[config.mk]
export PLATFORM = sky130hd
export DESIGN_NAME = msb_first_bit_stream_writer
export DESIGN_NICKNAME = d
export VERILOG_FILES = /design/src/design/mbsw_pkg.sv /design/src/design/mbsw_ctrl.sv /design/src/design/mbsw_datapath.sv /design/src/design/msb_first_bit_stream_writer.sv
export SDC_FILE = /design/constraint.sdc
export NUM_CORES = 1
export LEC_CHECK = 0
export BUFFER_PORTS_ARGS = -buffer_cell sky130_fd_sc_hd__buf_2
export CORE_ASPECT_RATIO = 1.1
export CORE_MARGIN = 1.5
export CORE_UTILIZATION = 55
export CTS_BUF_LIST = sky130_fd_sc_hd__clkbuf_16
export CTS_CLUSTER_DIAMETER = 50
export DETAILED_ROUTE_END_ITERATION = 16
export GPL_ROUTABILITY_DRIVEN = 0
export GPL_TIMING_DRIVEN = 0
export PLACE_DENSITY = 0.74
export SETUP_SLACK_MARGIN = 0.05
export SYNTH_ARGS = -nofsm -noshare
export SYNTH_HDL_FRONTEND = slang
export SYNTH_SLANG_ARGS = --single-unit
[constraint.sdc]
create_clock -name clk -period 6.8 [get_ports clk]
set_clock_uncertainty 0.2 [all_clocks]
set_input_delay 1.02 -clock clk [delete_from_list [all_inputs] [get_ports clk]]
set_output_delay 1.02 -clock clk [all_outputs]
set_load 0.02 [all_outputs]
[src/design/mbsw_pkg.sv]
// Shared types and constants for the MSB-first bit stream writer.
package mbsw_pkg;

    typedef enum logic [1:0] {
        FUNC_BITS   = 2'd0,
        FUNC_LE24   = 2'd1,
        FUNC_VARINT = 2'd2,
        FUNC_ALIGN  = 2'd3
    } func_t;

    typedef enum logic [1:0] {
        ST_IDLE  = 2'd0,
        ST_BITS  = 2'd1,
        ST_ALIGN = 2'd2,
        ST_BYTES = 2'd3
    } state_t;

    localparam logic [5:0] MAX_BITS       = 6'd32;
    localparam logic [3:0] BYTE_BITS      = 4'd8;
    localparam logic [7:0] VARINT_CONT    = 8'h80;
    localparam logic [1:0] LE24_LAST_IDX  = 2'd2;

    typedef struct packed {
        logic load;
        logic bits_step;
        logic align_step;
        logic byte_step;
        logic varint;
        logic align_only;
    } cmd_t;

    typedef struct packed {
        logic adv;
        logic bits_done;
        logic byte_last;
    } status_t;

endpackage

[src/design/mbsw_ctrl.sv]
// Controller state machine for the MSB-first bit stream writer.
module mbsw_ctrl
    import mbsw_pkg::*;
(
    input  logic          clk,
    input  logic          rst_n,
    input  logic          in_valid,
    input  func_t         in_func,
    input  status_t       status,
    output logic          in_ready,
    output cmd_t          cmd
);

    state_t state_reg, state_next;
    func_t  op_reg, op_next;

    always_ff @(posedge clk or negedge rst_n)
    begin
        if (!rst_n)
        begin
            state_reg <= ST_IDLE;
            op_reg    <= FUNC_BITS;
        end
        else
        begin
            state_reg <= state_next;
            op_reg    <= op_next;
        end
    end

    always_comb
    begin
        state_next = state_reg;
        op_next    = op_reg;
        unique case (state_reg)
            ST_IDLE:
            begin
                if (in_valid)
                begin
                    op_next    = in_func;
                    state_next = (in_func == FUNC_BITS) ? ST_BITS : ST_ALIGN;
                end
            end
            ST_BITS:
            begin
                if (status.adv && status.bits_done)
                    state_next = ST_IDLE;
            end
            ST_ALIGN:
            begin
                if (status.adv)
                    state_next = (op_reg == FUNC_ALIGN) ? ST_IDLE : ST_BYTES;
            end
            ST_BYTES:
            begin
                if (status.adv && status.byte_last)
                    state_next = ST_IDLE;
            end
            default:
            begin
                state_next = ST_IDLE;
            end
        endcase
    end

    always_comb
    begin
        cmd            = '0;
        in_ready       = 1'b0;
        cmd.varint     = (op_reg == FUNC_VARINT);
        cmd.align_only = (op_reg == FUNC_ALIGN);
        unique case (state_reg)
            ST_IDLE:
            begin
                in_ready = 1'b1;
                cmd.load = in_valid;
            end
            ST_BITS:  cmd.bits_step  = status.adv;
            ST_ALIGN: cmd.align_step = status.adv;
            ST_BYTES: cmd.byte_step  = status.adv;
            default:  cmd            = '0;
        endcase
    end

endmodule

[src/design/mbsw_datapath.sv]
// Datapath: partial byte, field shifter, byte sequencer and output register.
module mbsw_datapath
    import mbsw_pkg::*;
(
    input  logic        clk,
    input  logic        rst_n,
    input  cmd_t        cmd,
    input  func_t       in_func,
    input  logic [31:0] in_value,
    input  logic [5:0]  in_bit_count,
    input  logic        out_ready,
    output status_t     status,
    output logic        out_valid,
    output logic [7:0]  out_byte,
    output logic        out_last
);

    logic [7:0]  partial_reg, partial_next;
    logic [3:0]  free_reg, free_next;
    logic [31:0] val_reg, val_next;
    logic [5:0]  rem_reg, rem_next;
    logic [1:0]  idx_reg, idx_next;
    logic        out_valid_reg;
    logic [7:0]  out_byte_reg, out_byte_next;
    logic        out_last_reg, out_last_next;
    logic        emit;

    logic [5:0]  rem_clamp;
    logic [3:0]  take;
    logic [7:0]  chunk;
    logic [7:0]  merged;
    logic [3:0]  free_after;
    logic [5:0]  rem_after;
    logic        vcont;

    assign rem_clamp  = (in_bit_count > MAX_BITS) ? MAX_BITS : in_bit_count;
    assign take       = (rem_reg < {2'b00, free_reg}) ? rem_reg[3:0] : free_reg;
    assign chunk      = val_reg[31:24] >> (BYTE_BITS - take);
    assign merged     = partial_reg | (chunk << (free_reg - take));
    assign free_after = free_reg - take;
    assign rem_after  = rem_reg - {2'b00, take};
    assign vcont      = (val_reg[31:7] != 25'd0);

    assign status.adv       = !out_valid_reg || out_ready;
    assign status.bits_done = (rem_after == 6'd0);
    assign status.byte_last = cmd.varint ? !vcont : (idx_reg == LE24_LAST_IDX);

    always_comb
    begin
        partial_next  = partial_reg;
        free_next     = free_reg;
        val_next      = val_reg;
        rem_next      = rem_reg;
        idx_next      = idx_reg;
        emit          = 1'b0;
        out_byte_next = out_byte_reg;
        out_last_next = out_last_reg;
        if (cmd.load)
        begin
            rem_next = rem_clamp;
            idx_next = 2'd0;
            val_next = (in_func == FUNC_BITS) ? (in_value << (MAX_BITS - rem_clamp))
                                              : in_value;
        end
        else if (cmd.bits_step)
        begin
            val_next = val_reg << take;
            rem_next = rem_after;
            if (free_after == 4'd0)
            begin
                emit          = 1'b1;
                out_byte_next = merged;
                out_last_next = (rem_after < 6'(BYTE_BITS));
                partial_next  = 8'd0;
                free_next     = BYTE_BITS;
            end
            else
            begin
                partial_next = merged;
                free_next    = free_after;
            end
        end
        else if (cmd.align_step)
        begin
            if (free_reg != BYTE_BITS)
            begin
                emit          = 1'b1;
                out_byte_next = partial_reg;
                out_last_next = cmd.align_only;
                partial_next  = 8'd0;
                free_next     = BYTE_BITS;
            end
        end
        else if (cmd.byte_step)
        begin
            emit          = 1'b1;
            out_last_next = status.byte_last;
            idx_next      = idx_reg + 2'd1;
            if (cmd.varint)
            begin
                out_byte_next = {vcont, val_reg[6:0]};
                val_next      = val_reg >> 7;
            end
            else
            begin
                out_byte_next = val_reg[7:0];
                val_next      = val_reg >> 8;
            end
        end
    end

    always_ff @(posedge clk or negedge rst_n)
    begin
        if (!rst_n)
        begin
            partial_reg   <= 8'd0;
            free_reg      <= BYTE_BITS;
            rem_reg       <= 6'd0;
            idx_reg       <= 2'd0;
            out_valid_reg <= 1'b0;
        end
        else
        begin
            partial_reg <= partial_next;
            free_reg    <= free_next;
            rem_reg     <= rem_next;
            idx_reg     <= idx_next;
            if (emit)
                out_valid_reg <= 1'b1;
            else if (out_ready)
                out_valid_reg <= 1'b0;
        end
    end

    always_ff @(posedge clk)
    begin
        val_reg      <= val_next;
        out_byte_reg <= out_byte_next;
        out_last_reg <= out_last_next;
    end

    assign out_valid = out_valid_reg;
    assign out_byte  = out_byte_reg;
    assign out_last  = out_last_reg;

endmodule

[src/design/msb_first_bit_stream_writer.sv]
// MSB-first bit stream writer top level: stream ports, controller and datapath.
// Each input transaction is one operation (write bits, 24-bit little-endian, varint or
// align) and yields zero to six output byte transactions, tlast on the final one. After
// the accept cycle the block works one step per cycle, each step gated by the output
// register being free or drained: write bits takes one step per chunk that fits the
// partial byte (one step for a zero count, 4 or 5 steps for 32 bits), the other
// operations take one align step plus one step per byte (3 for 24-bit, 1 to 5 for
// varint). One output byte per cycle is the limit. A new input is taken once the last byte
// of the previous one sits in the output register.
module msb_first_bit_stream_writer
    import mbsw_pkg::*;
(
    input  logic        clk,
    input  logic        rst_n,
    input  logic        s_tvalid,
    output logic        s_tready,
    input  logic [39:0] s_tdata,   // func[1:0], value[33:2], bit_count[39:34]
    output logic        m_tvalid,
    input  logic        m_tready,
    output logic [7:0]  m_tdata,   // out_byte[7:0]
    output logic        m_tlast
);

    cmd_t    cmd;
    status_t status;
    func_t   in_func;

    assign in_func = func_t'(s_tdata[1:0]);

    mbsw_ctrl u_ctrl (
        .clk      (clk),
        .rst_n    (rst_n),
        .in_valid (s_tvalid),
        .in_func  (in_func),
        .status   (status),
        .in_ready (s_tready),
        .cmd      (cmd)
    );

    mbsw_datapath u_dp (
        .clk          (clk),
        .rst_n        (rst_n),
        .cmd          (cmd),
        .in_func      (in_func),
        .in_value     (s_tdata[33:2]),
        .in_bit_count (s_tdata[39:34]),
        .out_ready    (m_tready),
        .status       (status),
        .out_valid    (m_tvalid),
        .out_byte     (m_tdata),
        .out_last     (m_tlast)
    );

`ifndef SYNTHESIS
    // after every accepted transaction the block is not ready in the next cycle
    a_busy_after_accept: assert property (@(posedge clk) disable iff (!rst_n)
        s_tvalid && s_tready |=> !s_tready)
        else $error("input accepted on back-to-back cycles");

    // a byte still waiting at input accept must close the previous item
    a_pending_is_last: assert property (@(posedge clk) disable iff (!rst_n)
        s_tvalid && s_tready && m_tvalid && !m_tready |-> m_tlast)
        else $error("new input accepted mid-item");
`endif

endmodule
==> key figures, run 1 <==
Clock tree
  – H-tree levels: 3
  – CTS Buf Count: 9
  – CTS Buffer Depth: 2
  – Reg clk slew, reported paths: 0.06 ns
  – Clock sinks: 66
  – TritonCTS clock tree: yes
  – Clock Latency Late Sink: 0.36 ns
  – Root buf cell: clkbuf_16

Yosys
  – Syn_nets: 952
  – Syn_area_per_cell: between 8 and 9 um2
  – Synth Register Bits: between 60 and 70
  – Sequential share of the synthesized area: 24.5%
  – Largest cells by area after synthesis: mux2i_1 22%, edfxtp_1 16%, dfrtp_1 7.9%
  – EDFF count, synth: 41
  – Syn Inst Count: 895
  – Top_reg_cell synth: edfxtp_1
  – Area share of the leading cell type in the synthesized netlist: a little over a fifth
  – YS warnings: 0
  – Synth Cell Area: roughly 7600 um2
  – Yosys cell types: 82
  – Post-synth top area cell: mux2i_1
  – FFs w/ async S/R, synth: 37.9%

STA
  – Final Hold Viols: 0
  – RSZ-0062 raised after global routing: no
  – F_max: 162 MHz
  – Rel. slew slack: 11.0%
  – Period Utilization, post-route: 91.0%
  – Final Setup Violations: 0
  – Tmin final: 6.19 ns
  – Setup_tns: 0 ns
  – Worst-Margin Slew: 1.33 ns
  – Tightest hold margin: 0.298 ns
  – Final Max Tran Viols: 0

Global route
  – Initial antenna violation count: 0
  – Total gr overflow: 0
  – Met1 Use GR: about 47%
  – Total track usage: ~38%
  – Met3 Use GR: approximately 8.9%
  – GR peak layer: met2
  – M2 GR Usage: roughly 58%
  – First-pass GRT wire length: 42.2 mm
  – Vias in the first global route: 7672
  – Largest net degree at the start of global routing: 32

Worst setup path
  – Crit path capture type: register
  – Worst-path fanout max: 10
  – Register-to-Register Path Depth: 15
  – CP required: 6.69 ns
  – CP startpoint kind: register
  – Crit path DAT: 6.08 ns
  – Crit Path Category: reg2reg

Cells and area
  – Layout Utilization: 63.4%
  – Ratio of cells with drive above 1 in the final layout: around 12%
  – Diode count: 0
  – FILL cells: 1205
  – Area grow syn2layout: 11.4%
  – Design area: 8450 um2
  – Max FFs per register: 32
  – Nets: 1016

Run
  – Max-cap violations: 0

Floorplan
  – Vert. Die Dim: approximately 130 um
  – IO Pins: 55
  – Row count: 44
  – Die area: 14500 um2
  – Starting density of the core: 56.9%
  – Core region area: ~13000 um2
  – Die span in x: 115 um

Detailed routing
  – Vias per inst: roughly 7
  – Drt wl/cell: 23.5 um
  – Vias: ~8100
  – Residual DRC: 0
  – Post-route ant nets: 0
  – Pre-antenna DRT Iters: 6
  – Initial DRC count: 864
  – Drt total wl: 27.0 mm

Placement
  – Detailed Place HPWL: 20.6 mm
  – PortBufs: 53
  – DP Area: 8080 um2

Status
  – Status: complete, no violations

Min path
  – Worst hold path type: reg2reg
  – Hold path depth: 1
final cells by class:
class / count / area [um2] / area share [%]
multi-input cells: 734 / 5340 / 63.2
flip-flops and latches: 66 / 1860 / 22.0
clock inverters: 6 / 95.1 / 1.12
clock buffers: 10 / 250 / 2.96
inverters: 23 / 91.3 / 1.08
well taps: 184 / 230 / 2.72
plain buffers: 71 / 302 / 3.57
repair buffers: 54 / 285 / 3.37
routing by layer:
layer	up-vias	part of all wire (%)
met1	3779	38
met3	152	10
met5	-	0
met4	0	7.8
li1	3580	-
met2	552	44
placed cells by master (no fill, tap or decap), types with 15 or more instances in the layout:
cell / count
mux2i_1: 164
buf_2: 60
clkbuf_1: 48
o21ai_0: 37
edfxtp_1: 41
a221oi_1: 28
mux2_2: 17
a211oi_1: 19
nand3_1: 16
a31oi_1: 15
a21oi_1: 59
dfrtp_1: 24
nor2_1: 49
inv_1: 18
nor2b_1: 15
nand2_1: 104
metrics by stage:
step	setup slack, ns	cells
5_1_grt	0.240	1148
6_report	0.609	1148
3_3_place_gp	-0.0398	1132
4_1_cts	0.288	1148
3_5_place_dp	-0.0444	1132
2_1_floorplan	0.931	895
synth_stat cells (7+ instances only):
master,count
mux2i_1,164
nand2_1,104
a21oi_1,59
nor2_1,49
clkbuf_1,48
edfxtp_1,41
o21ai_0,37
a221oi_1,28
dfrtp_1,24
a211oi_1,19
inv_1,18
mux2_2,17
nand3_1,16
a31oi_1,15
nor2b_1,15
buf_1,13
ha_1,11
nor3_1,11
o22ai_1,11
nand2b_1,9
nor4_1,9
xnor2_1,9
a2111oi_0,8
and2_1,8
buf_2,7
worst paths after layout:
path,startpoint,endpoint,slack [ns]
setup / recovery,u_dp.free_reg[3],u_dp.out_byte[5],0.61
hold / removal,u_dp.partial_reg[0],u_dp.partial_reg[0],0.30
setup reg to reg,u_dp.free_reg[3],u_dp.out_byte[5],0.61
hold reg to reg,u_dp.partial_reg[0],u_dp.partial_reg[0],0.30
max in group asynchronous,rst_n,u_dp.free_reg[0],5.52
min in group asynchronous,rst_n,u_dp.idx_reg[1],0.47
what timing repair did:
item | 4_1_cts | 5_1_grt
setup buffers | 0 | 1
endpoints found under the setup margin | 9 | 9
gates resized for setup | 1 | 1
hold buffers | 0 | 0
endpoints found under the hold margin | 0 | 0
pin swaps | 0 | 1
cells by family (layout without fill, tap and decap cells):
logic type | count (synthesis) | in the layout | share of synthesized area [%]
AO/OA/AOI/OAI | 272 | 272 | 25.3
multiplexers | 186 | 186 | 25.5
buffers and inverters | 95 | 164 | 5.23
flip-flops | 66 | 66 | 24.5
adder cells (fa/ha/maj) | 14 | 14 | 2.47
AND/OR/NAND/NOR | 247 | 247 | 15.2
XOR/XNOR | 15 | 15 | 1.83
critical path, stage by stage, from the launching register on:
cell and delay (ns):
dfstp_2 0.52, clkbuf_1 0.30, inv_1 0.17, ha_1 0.36, a2111oi_2 0.52, o21ai_1 0.27, mux2i_1 0.44, clkinv_1 0.44
ha_1 0.42, clkbuf_1 0.37, mux2_2 0.40, mux2_1 0.36, mux4_2 0.49, nand3b_1 0.19, nor2_1 0.06, o41a_1 0.40
Power of run 1 is not shown: default switching activity piles up to over one toggle a cycle in this logic, so the estimate is an artifact.
==> inputs of run 2 (changes only) <==
- MAX_ROUTING_LAYER: unset -> met4
- SYNTH_HIERARCHICAL: unset -> 1
==> key figures, run 2 <==
Global route
  – Total track usage: 37.2% (was 37.9%)
  – Vias in the first global route: 7637 (was 7672)
  – Total gr overflow: 0 (unchanged)
  – First-pass GRT wire length: 41.3 mm (was 42.2 mm)
  – Largest net degree at the start of global routing: 32 (unchanged)
  – Initial antenna violation count: 0 (unchanged)

Placement
  – PortBufs: 53 (unchanged)
  – Detailed Place HPWL: 20.5 mm (was 20.6 mm)

Yosys
  – Multiplexer area fraction after synthesis: 24.7% (was 25.5%)
  – YS warnings: 6 (was 0)
  – Most common cell in the synthesized netlist: mux2i_1 (unchanged)
  – Post-Synth Simple-Gate Area: 18.1% (was 15.2%)
  – Top_reg_cell synth: edfxtp_1 (unchanged)
  – Yosys cell types: 87 (was 82)
  – Post-Synth Adder-Cell Area: 1.74% (was 2.47%)
  – Syn_nets: 993 (was 952)
  – EDFF count, synth: 41 (unchanged)
  – Commonest cells in the netlist: 173 x mux2i_1, 128 x nand2_1, 60 x nor2_1, 57 x a21oi_1 (was 164 x mux2i_1, 104 x nand2_1, 59 x a21oi_1, 49 x nor2_1, 48 x clkbuf_1)
  – Compound-Gate Fraction of Synth Area: 25.1% (was 25.3%)
  – Synth Area in XOR/XNOR: 1.13% (was 1.83%)
  – Syn_area_per_cell: 8.25 um2 (was 8.47 um2)
  – Synth Register Bits: 66 (unchanged)
  – FFs w/ async S/R, synth: 37.9% (unchanged)
  – Largest cells by area after synthesis: mux2i_1 22%, edfxtp_1 16%, dfrtp_1 7.7% (was mux2i_1 22%, edfxtp_1 16%, dfrtp_1 7.9%)
  – Synth Cell Area: 7750 um2 (was 7580 um2)
  – Area share of the leading cell type in the synthesized netlist: 22.3% (was 21.6%)
  – Sequential share of the synthesized area: 24.0% (was 24.5%)
  – Main combinational cell family by area after synthesis: compound AO/OA/AOI/OAI gates (was multiplexers)
  – Syn Inst Count: 939 (was 895)
  – Post-synth top area cell: mux2i_1 (unchanged)

STA
  – Rel. slew slack: 10.1% (was 11.0%)
  – F_max: 167 MHz (was 162 MHz)
  – Final Hold Viols: 0 (unchanged)
  – Final Setup Violations: 0 (unchanged)
  – Setup_tns: 0 ns (unchanged)
  – Final Max Tran Viols: 0 (unchanged)
  – Tmin final: 5.98 ns (was 6.19 ns)
  – Period Utilization, post-route: 87.9% (was 91.0%)
  – RSZ-0062 raised after global routing: no (unchanged)
  – Worst-Margin Slew: 1.35 ns (was 1.33 ns)

Detailed routing
  – Pre-antenna DRT Iters: 6 (unchanged)
  – Initial DRC count: 1065 (was 864)
  – Drt total wl: 26.5 mm (was 27.0 mm)
  – Vias per inst: 6.79 (was 7.02)
  – Residual DRC: 0 (unchanged)
  – Post-route ant nets: 0 (unchanged)
  – Drt wl/cell: 22.2 um (was 23.5 um)
  – Vias: 8128 (was 8063)

Floorplan
  – Row count: 45 (was 44)
  – Vert. Die Dim: 128 um (was 126 um)
  – Core region area: 13800 um2 (was 13300 um2)
  – Starting density of the core: 56.2% (was 56.9%)
  – Die area: 14800 um2 (was 14500 um2)
  – Die span in x: 116 um (was 115 um)
  – IO Pins: 55 (unchanged)

Status
  – Status: complete, no violations (unchanged)

Cells and area
  – Multi-input logic area: 5490 um2 (was 5340 um2)
  – Ratio of cells with drive above 1 in the final layout: 12.6% (was 12.0%)
  – Diode count: 0 (unchanged)
  – Max FFs per register: 32 (unchanged)
  – Reg area: 1860 um2 (unchanged)
  – Most frequent cells in the layout: 173 x mux2i_1, 128 x nand2_1, 64 x buf_2 (was 164 x mux2i_1, 104 x nand2_1, 60 x buf_2)
  – FILL cells: 1250 (was 1205)
  – Area grow syn2layout: 10.6% (was 11.4%)
  – Commonest non-fill, non-tap cell in the layout: mux2i_1 (unchanged)
  – Nets: 1058 (was 1016)

Worst setup path
  – Worst-path fanout max: 11 (was 10)
  – Crit Path Category: reg2reg (unchanged)
  – Crit-path cells: inv_1 -> ha_1 -> a2111o_1 -> a21oi_2 -> o21ai_2 -> inv_2 -> buf_2 -> buf_2 -> ha_1 -> inv_1 -> ha_1 -> nor3_1 -> a21oi_1 -> o21ai_1 -> and2_1 -> clkbuf_1 -> nand2_1 -> a221oi_1 -> buf_2 (was clkbuf_1 -> inv_1 -> ha_1 -> a2111oi_2 -> o21ai_1 -> mux2i_1 -> clkinv_1 -> ha_1 -> clkbuf_1 -> mux2_2 -> mux2_1 -> mux4_2 -> nand3b_1 -> nor2_1 -> o41a_1)
  – CP required: 6.65 ns (was 6.69 ns)
  – Slowest CP cell: a221oi_1 (was dfstp_2)
  – Crit path capture type: register (unchanged)
  – Crit path DAT: 5.82 ns (was 6.08 ns)
  – CP startpoint kind: register (unchanged)
  – CP peak stage delay: 0.69 ns (was 0.52 ns)

Clock tree
  – Clock sinks: 66 (unchanged)
  – CTS Buffer Depth: 2 (unchanged)
  – Clock Latency Late Sink: 0.35 ns (was 0.36 ns)
  – Reg clk slew, reported paths: 0.06 ns (about the same)
  – Root buf cell: clkbuf_16 (unchanged)
  – TritonCTS clock tree: yes (unchanged)
  – Hold Buf Count CTS: 0 (unchanged)
  – Post-CTS Setup Bufs: 0 (unchanged)
  – CTS Buf Count: 9 (unchanged)
  – H-tree levels: 3 (unchanged)
  – Post-CTS sizing: 0 (was 1)

Run
  – Max-cap violations: 0 (unchanged)

Min path
  – Worst hold path type: reg2reg (unchanged)
-- run 2: critical path, delay by kind of cell (launching register included) --
family          cells  cell delay (ns)
buf+inv             7             1.57
compound gates      6             1.94
simple gates        3             0.55
flops               1             0.58
fa+ha+maj           3             0.81
-- run 2: through the flow --
stage / std cells / worst slack [ns] / area [um2] / utilization (%) / hold slack, ns
final: 1197 / 0.825 / 8570 / 62.2 / 0.323
after global routing: 1197 / 0.451 / 8570 / 62.2 / 0.317
after CTS: 1197 / 0.826 / 8570 / 62.2 / 0.311
after detailed placement: 1181 / 0.794 / 8260 / 59.9 / 0.293
after global placement: 1180 / 0.515 / 8250 / 59.8 / 0.289
after floorplan: 939 / 1.58 / 7750 / - / 0.270
-- run 2: cell type report --
cell class | instances | share of cell area (%)
Multi-Input combinational cell | 780 | 64.0
Sequential cell | 66 | 21.7
Buffer | 71 | 3.78
Timing Repair Buffer | 54 | 3.15
Clock buffer | 10 | 2.92
Tap cell | 188 | 2.74
Inverter | 22 | 0.963
Clock inverter | 6 | 0.788
-- run 2: final timing paths --
kind | start | endpoint | slack [ns] | cells past startpoint
max | u_dp/free_reg[3] | u_dp/out_byte[3] | 0.82 | 19
min in group asynchronous | rst_n | u_dp/partial_reg[2] | 0.48 | 1
max reg2reg | u_dp/free_reg[3] | u_dp/out_byte[3] | 0.82 | 19
max in group asynchronous | rst_n | u_dp/rem_reg[3] | 5.52 | 1
min | u_dp/partial_reg[0] | u_dp/partial_reg[0] | 0.32 | 1
min reg2reg | u_dp/partial_reg[0] | u_dp/partial_reg[0] | 0.32 | 1
-- run 2: kinds of logic (layout without fill, tap and decap cells) --
group,Yosys count,count (layout)
compound gates,275,275
buf+inv,93,163
mux,187,187
simple gates,297,297
flops,66,66
xor+xnor,10,10
fa+ha+maj,11,11
-- run 2: per-layer routing --
layer,wire [um],global-route usage (%)
met5,0,-
met4,1550,20.0
met3,2280,4.13
met2,12300,58.3
met1,10400,47.0
Power of run 2 is left out for the same reason.
